--- src/hw/rtl/modbus_rtu_master_frame_engine_unit_macros.svh ---
// Assertion macros for the Modbus RTU master frame engine
`ifndef MODBUS_RTU_MASTER_FRAME_ENGINE_UNIT_MACROS_SVH
`define MODBUS_RTU_MASTER_FRAME_ENGINE_UNIT_MACROS_SVH

`ifndef SYNTH

// Same-cycle implication, disabled while in reset
`define MBRTU_ASSERT_IMP(label, clk, rst_n, ante, cons) \
	label: assert property (@(posedge clk) disable iff (!rst_n) (ante) |-> (cons)) \
		else $error("mbrtu: same-cycle check failed");

// Next-cycle implication, disabled while in reset
`define MBRTU_ASSERT_NXT(label, clk, rst_n, ante, cons) \
	label: assert property (@(posedge clk) disable iff (!rst_n) (ante) |=> (cons)) \
		else $error("mbrtu: next-cycle check failed");

`else

`define MBRTU_ASSERT_IMP(label, clk, rst_n, ante, cons)
`define MBRTU_ASSERT_NXT(label, clk, rst_n, ante, cons)

`endif

`endif

--- src/hw/rtl/mbrtu_pkg.sv ---
package mbrtu_pkg;

	// Input item modes
	localparam logic [1:0] MODE_START_RD = 2'd0;
	localparam logic [1:0] MODE_START_WR = 2'd1;
	localparam logic [1:0] MODE_RX_BYTE  = 2'd2;
	localparam logic [1:0] MODE_RX_END   = 2'd3;

	// Result kinds
	localparam logic [1:0] KIND_TX     = 2'd0;
	localparam logic [1:0] KIND_WORD   = 2'd1;
	localparam logic [1:0] KIND_STATUS = 2'd2;

	// Pending command codes
	localparam logic [1:0] CMD_NONE  = 2'd0;
	localparam logic [1:0] CMD_READ  = 2'd1;
	localparam logic [1:0] CMD_WRITE = 2'd2;

	// Function codes and CRC constants
	localparam logic [7:0]  FC_READ_HOLDING = 8'h03;
	localparam logic [7:0]  FC_WRITE_SINGLE = 8'h06;
	localparam logic [15:0] CRC_INIT        = 16'hFFFF;
	localparam logic [15:0] CRC_POLY        = 16'hA001;
	localparam logic [15:0] LO_MASK         = 16'h00FF;
	localparam logic [15:0] HI_MASK         = 16'hFF00;

	localparam int FRAME_LEN = 8;

	typedef struct packed {
		logic [1:0]  mode;
		logic [7:0]  slave_addr;
		logic [15:0] reg_addr;
		logic [15:0] word_arg;
		logic [7:0]  rx_byte;
	} cmd_item_t;

	typedef struct packed {
		logic [1:0]  out_kind;
		logic [15:0] out_value;
		logic        success;
		logic        last;
	} res_item_t;

	// One byte of the reflected Modbus CRC-16
	function automatic logic [15:0] crc_byte(input logic [15:0] crc_in, input logic [7:0] b);
		logic [15:0] c;
		c = crc_in ^ {8'h00, b};
		for (int i = 0; i < 8; i++) begin
			if (c[0]) begin
				c = (c >> 1) ^ CRC_POLY;
			end else begin
				c = c >> 1;
			end
		end
		return c;
	endfunction

endpackage

--- src/hw/rtl/modbus_rtu_master_frame_engine_unit.sv ---
// Start item: accepted in idle, then 8 transmit beats at one per cycle unless stalled.
// Response byte: handled on accept; a write then compares the echo with the frame memory.
// End item: a good read drains each stored word from the word memory, then the status.
// Output register lets a finished beat wait while work goes on; a stall holds it.
// Reset clears all control state; frame and word memories hold no reset value.
`include "modbus_rtu_master_frame_engine_unit_macros.svh"

module modbus_rtu_master_frame_engine_unit #(
	parameter int MAX_POINTS = 32
) (
	input  logic                  clk,
	input  logic                  arst_n,
	input  logic                  cmd_valid,
	output logic                  cmd_stall,
	input  mbrtu_pkg::cmd_item_t  cmd_beat,
	output logic                  res_valid,
	input  logic                  res_stall,
	output mbrtu_pkg::res_item_t  res_beat
);

	import mbrtu_pkg::*;

	localparam int AW = (MAX_POINTS > 1) ? $clog2(MAX_POINTS) : 1;
	localparam int CW = $clog2(MAX_POINTS + 1);

	typedef enum logic [2:0] {
		ST_IDLE,
		ST_TX,
		ST_CHK,
		ST_DRAIN_RD,
		ST_DRAIN_EMIT,
		ST_STATUS
	} state_t;

	state_t          state_q;
	logic [1:0]      pending_q;
	logic [7:0]      slave_q;
	logic [7:0]      fc_q;
	logic [15:0]     addr_q;
	logic [15:0]     arg_q;
	logic [CW-1:0]   count_q;
	logic [2:0]      tx_idx_q;
	logic [15:0]     tx_crc_q;
	logic [7:0]      rx_count_q;
	logic [15:0]     crc_q;
	logic [15:0]     recv_crc_q;
	logic            bad_q;
	logic [7:0]      hold_q;
	logic [7:0]      byte_q;
	logic            ok_q;
	logic [CW-1:0]   drain_idx_q;
	logic            res_valid_q;
	res_item_t       res_q;

	// Memories
	logic [7:0]      frame_mem [FRAME_LEN];
	logic [15:0]     word_mem  [MAX_POINTS];
	logic [7:0]      frame_rd_s1;
	logic [15:0]     word_rd_s1;

	logic            accept;
	logic            slot_free;
	logic            res_load;
	logic [7:0]      tx_byte;
	logic            frame_we;
	logic [7:0]      total;
	logic [7:0]      off;
	logic            word_we;
	logic [AW-1:0]   word_waddr;
	logic            rd_ok;
	logic            wr_ok;
	logic            end_ok;
	logic            is_start;

	assign cmd_stall = (state_q != ST_IDLE);
	assign accept    = cmd_valid && !cmd_stall;
	assign slot_free = !res_valid_q || !res_stall;
	assign is_start  = (cmd_beat.mode == MODE_START_RD) || (cmd_beat.mode == MODE_START_WR);

	// A new beat enters the output register in the emitting states
	assign res_load  = slot_free && ((state_q == ST_TX) || (state_q == ST_DRAIN_EMIT)
		|| (state_q == ST_STATUS));

	assign res_valid = res_valid_q;
	assign res_beat  = res_q;

	// Pick the request byte for the current transmit slot
	always_comb begin
		case (tx_idx_q)
			3'd0:    tx_byte = slave_q;
			3'd1:    tx_byte = fc_q;
			3'd2:    tx_byte = addr_q[15:8];
			3'd3:    tx_byte = addr_q[7:0];
			3'd4:    tx_byte = arg_q[15:8];
			3'd5:    tx_byte = arg_q[7:0];
			3'd6:    tx_byte = 8'(tx_crc_q & LO_MASK);
			default: tx_byte = 8'((tx_crc_q & HI_MASK) >> 8);
		endcase
	end

	assign frame_we = (state_q == ST_TX) && slot_free;

	// Read response bookkeeping
	assign total      = 8'({count_q, 1'b0}) + 8'd5;
	assign off        = rx_count_q - 8'd3;
	assign word_waddr = AW'(off[7:1]);
	assign word_we    = accept && (cmd_beat.mode == MODE_RX_BYTE) && (pending_q == CMD_READ)
		&& !bad_q && (rx_count_q >= 8'd3) && (rx_count_q < total - 8'd2) && off[0];

	assign rd_ok  = !bad_q && (rx_count_q == total) && (crc_q == recv_crc_q);
	assign wr_ok  = !bad_q && (rx_count_q == 8'd8);
	assign end_ok = (pending_q == CMD_READ) ? rd_ok : ((pending_q == CMD_WRITE) ? wr_ok : 1'b0);

	// Frame memory: write during transmit, read at the echo position
	always_ff @(posedge clk) begin
		if (frame_we) begin
			frame_mem[tx_idx_q] <= tx_byte;
		end
		frame_rd_s1 <= frame_mem[rx_count_q[2:0]];
	end

	// Word memory: write as words complete, read at the drain position
	always_ff @(posedge clk) begin
		if (word_we) begin
			word_mem[word_waddr] <= {hold_q, cmd_beat.rx_byte};
		end
		word_rd_s1 <= word_mem[drain_idx_q[AW-1:0]];
	end

	// Sequencer and output register
	always_ff @(posedge clk or negedge arst_n) begin
		if (!arst_n) begin
			state_q     <= ST_IDLE;
			pending_q   <= CMD_NONE;
			slave_q     <= '0;
			fc_q        <= '0;
			addr_q      <= '0;
			arg_q       <= '0;
			count_q     <= '0;
			tx_idx_q    <= '0;
			tx_crc_q    <= CRC_INIT;
			rx_count_q  <= '0;
			crc_q       <= CRC_INIT;
			recv_crc_q  <= '0;
			bad_q       <= 1'b0;
			hold_q      <= '0;
			byte_q      <= '0;
			ok_q        <= 1'b0;
			drain_idx_q <= '0;
			res_valid_q <= 1'b0;
			res_q       <= '0;
		end else begin
			// load a new output beat, or drop the one just taken
			if (res_load) begin
				res_valid_q <= 1'b1;
			end else if (res_valid_q && !res_stall) begin
				res_valid_q <= 1'b0;
			end
			case (state_q)
				ST_IDLE: begin
					if (accept) begin
						if (is_start) begin
							// latch the request and arm the checker
							slave_q    <= cmd_beat.slave_addr;
							fc_q       <= (cmd_beat.mode == MODE_START_RD) ?
								FC_READ_HOLDING : FC_WRITE_SINGLE;
							addr_q     <= cmd_beat.reg_addr;
							arg_q      <= cmd_beat.word_arg;
							pending_q  <= (cmd_beat.mode == MODE_START_RD) ? CMD_READ : CMD_WRITE;
							count_q    <= (cmd_beat.mode == MODE_START_RD) ?
								CW'(cmd_beat.word_arg) : '0;
							bad_q      <= (cmd_beat.mode == MODE_START_RD) &&
								(cmd_beat.word_arg > 16'(MAX_POINTS));
							rx_count_q <= '0;
							crc_q      <= CRC_INIT;
							recv_crc_q <= '0;
							hold_q     <= '0;
							tx_idx_q   <= '0;
							tx_crc_q   <= CRC_INIT;
							state_q    <= ST_TX;
						end else if (cmd_beat.mode == MODE_RX_BYTE) begin
							if (pending_q == CMD_READ) begin
								if (!bad_q && (rx_count_q < total)) begin
									if ((rx_count_q == 8'd0) && (cmd_beat.rx_byte != slave_q)) begin
										bad_q <= 1'b1;
									end else if (rx_count_q < total - 8'd2) begin
										crc_q <= crc_byte(crc_q, cmd_beat.rx_byte);
										if ((rx_count_q >= 8'd3) && !off[0]) begin
											hold_q <= cmd_beat.rx_byte;
										end
									end else if (rx_count_q == total - 8'd2) begin
										recv_crc_q[7:0] <= cmd_beat.rx_byte;
									end else begin
										recv_crc_q[15:8] <= cmd_beat.rx_byte;
									end
									rx_count_q <= rx_count_q + 8'd1;
								end
							end else if (pending_q == CMD_WRITE) begin
								// compare against the sent frame next cycle
								byte_q  <= cmd_beat.rx_byte;
								state_q <= ST_CHK;
							end
						end else begin
							// response end: drain words on a good read, then status
							ok_q        <= end_ok;
							drain_idx_q <= '0;
							if ((pending_q == CMD_READ) && rd_ok && (count_q != '0)) begin
								state_q <= ST_DRAIN_RD;
							end else begin
								state_q <= ST_STATUS;
							end
						end
					end
				end
				ST_TX: begin
					if (slot_free) begin
						res_q       <= '{out_kind: KIND_TX, out_value: {8'h00, tx_byte},
							success: 1'b0, last: (tx_idx_q == 3'd7)};
						if (tx_idx_q < 3'd6) begin
							tx_crc_q <= crc_byte(tx_crc_q, tx_byte);
						end
						tx_idx_q <= tx_idx_q + 3'd1;
						if (tx_idx_q == 3'd7) begin
							state_q <= ST_IDLE;
						end
					end
				end
				ST_CHK: begin
					if ((rx_count_q >= 8'd8) || (byte_q != frame_rd_s1)) begin
						bad_q <= 1'b1;
					end
					if (rx_count_q < 8'd9) begin
						rx_count_q <= rx_count_q + 8'd1;
					end
					state_q <= ST_IDLE;
				end
				ST_DRAIN_RD: begin
					// wait out the memory read
					state_q <= ST_DRAIN_EMIT;
				end
				ST_DRAIN_EMIT: begin
					if (slot_free) begin
						res_q       <= '{out_kind: KIND_WORD, out_value: word_rd_s1,
							success: 1'b0, last: 1'b0};
						if (drain_idx_q == count_q - CW'(1)) begin
							state_q <= ST_STATUS;
						end else begin
							drain_idx_q <= drain_idx_q + CW'(1);
							state_q     <= ST_DRAIN_RD;
						end
					end
				end
				ST_STATUS: begin
					if (slot_free) begin
						res_q       <= '{out_kind: KIND_STATUS, out_value: 16'h0000,
							success: ok_q, last: 1'b1};
						pending_q   <= CMD_NONE;
						state_q     <= ST_IDLE;
					end
				end
				default: begin
					state_q <= ST_IDLE;
				end
			endcase
		end
	end

	// Checks
	`MBRTU_ASSERT_NXT(a_start_enters_tx, clk, arst_n, accept && is_start, state_q == ST_TX)
	`MBRTU_ASSERT_IMP(a_status_is_last, clk, arst_n, res_valid_q && (res_q.out_kind == KIND_STATUS), res_q.last)
	`MBRTU_ASSERT_IMP(a_word_only_good_read, clk, arst_n, res_valid_q && (res_q.out_kind == KIND_WORD), (pending_q == CMD_READ) && ok_q)
	`MBRTU_ASSERT_IMP(a_write_count_bound, clk, arst_n, pending_q == CMD_WRITE, rx_count_q <= 8'd9)

endmodule

--- config.mk ---
export PLATFORM = sky130hd
export DESIGN_NAME = modbus_rtu_master_frame_engine_unit
export DESIGN_NICKNAME = d
export VERILOG_FILES = /design/src/hw/rtl/mbrtu_pkg.sv /design/src/hw/rtl/modbus_rtu_master_frame_engine_unit.sv
export VERILOG_INCLUDE_DIRS = /design/src /design/src/hw/rtl
export SDC_FILE = /design/constraint.sdc
export NUM_CORES = 1
export LEC_CHECK = 0
export ABC_AREA = 1
export BUFFER_PORTS_ARGS = -buffer_cell sky130_fd_sc_hd__buf_2
export CORE_MARGIN = 3
export CORE_UTILIZATION = 52
export CTS_CLUSTER_DIAMETER = 120
export DETAILED_ROUTE_END_ITERATION = 6
export GPL_TIMING_DRIVEN = 0
export PLACE_DENSITY_LB_ADDON = 0.15
export SLEW_MARGIN = 40
export SYNTH_ARGS = -nofsm -noshare
export SYNTH_HDL_FRONTEND = slang
export SYNTH_SLANG_ARGS = --single-unit
--- constraint.sdc ---
create_clock -name clk -period 8.28 [get_ports clk]
set_input_delay 0 -clock clk [delete_from_list [all_inputs] [get_ports clk]]
set_output_delay 0 -clock clk [all_outputs]
set_load 0.1 [all_outputs]
==> results_dict.tcl <==
set metrics [dict create \
    reg2reg_to "word_mem[26][10]" \
    final_hold_viol_count 0 \
    synth_fp_nets 2977 \
    rows 90 \
    fin_ws_ns 3.79 \
    vias 24229 \
    cts_tree "yes" \
    wl_met1_um 41600 \
    grtUsageTotal_pct 30.6 \
    max-slew-margin-rel_pct 38.8 \
    path_class "flop to flop" \
    p_leak_nw 14.0 \
    drive_above_1_share_pct 11.5 \
    synth-main-ff-cell "edfxtp_1" \
    grt_max_degree 73 \
    worst_ir_drop_vdd_v 0.000444 \
    powerDensity_nw_per_um2 393 \
    place.gp.congestion 0.942 \
    clock_path_buffers 3 \
    globalRoute.totalOverflow 0 \
    crit_slowest_cell "nor2_4" \
    required_ns 8.54 \
    syn_avg_cell_area_um2 11.1 \
    cts_sinks 758 \
    hp-start "cmd_beat[31]" \
    synth_cells 2894 \
    maxUsedRoutingLayer "met4" \
    coreArea_um2 60800 \
    end_kind "flop" \
    outcome "finished clean" \
    ys_async_sr_fraction_pct 20.8 \
    dr_wl_met3_um 9710 \
    via_per_inst 6.09 \
    firstDrtPassIters 6 \
    layout.nets 3215 \
    cpMostUsedCell "nand2_1" \
    synth.distinct_cells 57 \
    final_util_pct 61.6 \
    met2_length_um 44500 \
    yosysTopAreaCellShare_pct 53.8 \
    cp-start-kind "flop" \
    setup_tns_ns 0 \
    port_buffers 75 \
    dp_hpwl_um 66900 \
    final-max-slew-violation-count 0 \
    die_area_um2 64800 \
    ios 76 \
    worst_slew_pin_slew_ns 0.919 \
    arrival_ns 4.74 \
    synth.top_cells.by_count "edfxtp_1, nand2_1, nor2_1, o21ai_0, inv_1" \
    path_clk_slew_ns 0.06 \
    area_growth_pct 16.4 \
    diodes 0 \
    min_period_ns 4.49 \
    grt_pass1_wl_um 146000 \
    numCtsBuffers 78 \
    whs_endpoint "addr_q[7]" \
    slowest_delay_ns 0.62 \
    skew_ns 0.0253 \
    worstHoldPathType "input port to flop" \
    chipWidth_um 255 \
    maxCapViolCount 0 \
    synth_most_common_cell "edfxtp_1" \
    chipHeight_um 255 \
    rsz0062_at_grt "false" \
    yosysTopAreaCell "edfxtp_1" \
    ys_seq_area_share_pct 67.7 \
    htreeDepth 3 \
    holdPathStages 4 \
    path_cells "ha_1 > or2_2 > nand2_1 > inv_1 > nand3_1 > nor2_1 > nand2_1 > xnor2_1 > ha_1 > nand2_1 > a21oi_1 > a211oi_1 > nand3_2 > inv_1 > nand3_1 > nor2_1 > nand2_2 > nor2_4" \
    fmax_mhz 223 \
    regToRegStartpoint "count_q[1]" \
    drt-total-wl_um 99500 \
    synth_area_leaders "edfxtp_1, dfrtp_1, o21ai_0" \
    finalInstanceArea_um2 37400 \
    pre_cts_ws_ns 3.87 \
    antenna_found_initial 0 \
    drt_first_iter_violations 2985 \
    grt_pass1_vias 23210 \
    route.detailed.drc 0 \
    r2r_setup_slack_ns 3.79 \
    dpl_cell_area_um2 34300 \
    postCtsSetupRepairBufs 0 \
    fin_crit_sh_pct 54.2 \
    cp_max_fo 16 \
    start_util_pct 52.9 \
    ff2ff_path_depth 18 \
    synthesis.area_um2 32100 \
    ant_nets 0 \
    synth_warnings 0 \
    synth_edf_count 576 \
    wire_per_inst_um 25.0 \
    setup_viol 0 \
    synth_seq_cells 758 \
    clock-root-buffer "clkbuf_16" \
    clock_latency_ns 0.64 \
]
worst max-delay path: cells and delay by family, from the launching register on:
| kind | cells | cell delay [ns] |
|---|---|---|
| AND/OR/NAND/NOR | 11 | 2.29 |
| adder cells (fa/ha/maj) | 2 | 0.55 |
| AO/OA/AOI/OAI | 2 | 0.47 |
| flip-flops | 1 | 0.45 |
| buffers and inverters | 2 | 0.23 |
| XOR/XNOR | 1 | 0.12 |
sequential cells by signal, summed over array words and instances, names as in the netlist, 3 cells and up:
name,flops
word_mem,512
frame_mem,64
res_beat,20
addr_q,16
arg_q,16
crc_q,16
recv_crc_q,16
tx_crc_q,16
word_rd_s1,16
byte_q,8
frame_rd_s1,8
hold_q,8
rx_count_q,8
slave_q,8
count_q,6
drain_idx_q,6
fc_q,3
state_q,3
tx_idx_q,3
routing by layer:
| layer | global-route usage (%) | vias to the layer above |
|---|---|---|
| li1 | - | 10739 |
| met1 | 44.7 | 11994 |
| met2 | 46.1 | 1297 |
| met3 | 5.92 | 199 |
| met4 | 11.2 | 0 |
| met5 | 0 | - |
area by class of cell:
| cell class | instances | area, um^2 |
|---|---|---|
| fillers | 4848 | 23400 |
| flip-flops and latches | 758 | 21800 |
| multi-input cells | 1809 | 9390 |
| clock buffers | 105 | 2240 |
| repair buffers | 158 | 1400 |
| well taps | 782 | 978 |
| inverters | 177 | 666 |
| plain buffers | 150 | 626 |
| clock inverters | 38 | 350 |
placed cells by master, fill, tap and decap left out, drive strengths merged, types with 5 or more instances in the layout:
master	instances
dfstp	32
o21ai	403
nor2	433
buf	126
inv	177
xnor2	28
ha	29
nand2	442
nand3	134
a2bb2oi	5
clkbuf	233
edfxtp	576
o221ai	54
clkinv	32
a31oi	9
xor2	28
o211ai	11
o22ai	97
dfxtp	24
dfrtp	126
nand4	32
bufinv	6
dlygate4sd3	54
a21oi	49
a22oi	11
nor3	11
nor4	9
timing repair:
item | 4_1_cts | 5_1_grt
hold buffers | 54 | 1
setup endpoints to repair | 0 | 0
gates resized for setup | 0 | 0
hold endpoints to repair | 423 | 34
through the flow:
step                instances  hold slack (ns)  power, mW
detailed placement       3779           -0.118       11.0
CTS                      3976           0.0580       14.6
floorplan                2894           -0.296       8.75
global route             3977            0.131       15.4
finish                   3977            0.124       14.7
global placement         3751            0.204       10.8
power by group:
part,switching (mW),total (mW),leakage [nW],internal [mW]
Sequential,0.477,5.32,7.35,4.84
Combinational,4.27,5.82,5.37,1.54
Clock,1.47,3.57,1.28,2.09
Total,6.22,14.7,14.0,8.48
logic make-up (layout without fill, tap and decap cells):
group | count (synthesis) | in the layout | share of synthesized area (%)
simple gates | 1071 | 1071 | 13.8
flops | 758 | 758 | 67.7
compound gates | 653 | 653 | 11.8
buf+inv | 327 | 628 | 4.01
xor+xnor | 56 | 56 | 1.53
fa+ha+maj | 29 | 29 | 1.13
worst max path at each step:
stage | from | to | slack (ns) | cells after the start
6_report | count_q[1] | word_mem[26][10] | 3.79 | 18
3_5_place_dp | count_q[1] | word_mem[24][10] | 3.87 | 18
4_1_cts | count_q[1] | word_mem[24][10] | 3.87 | 18
3_3_place_gp | count_q[1] | word_mem[15][8] | 3.04 | 18
2_1_floorplan | count_q[1] | word_mem[0][0] | 4.63 | 18
5_1_grt | count_q[1] | word_mem[24][10] | 3.54 | 18
Power figures use the tool's default switching activity.
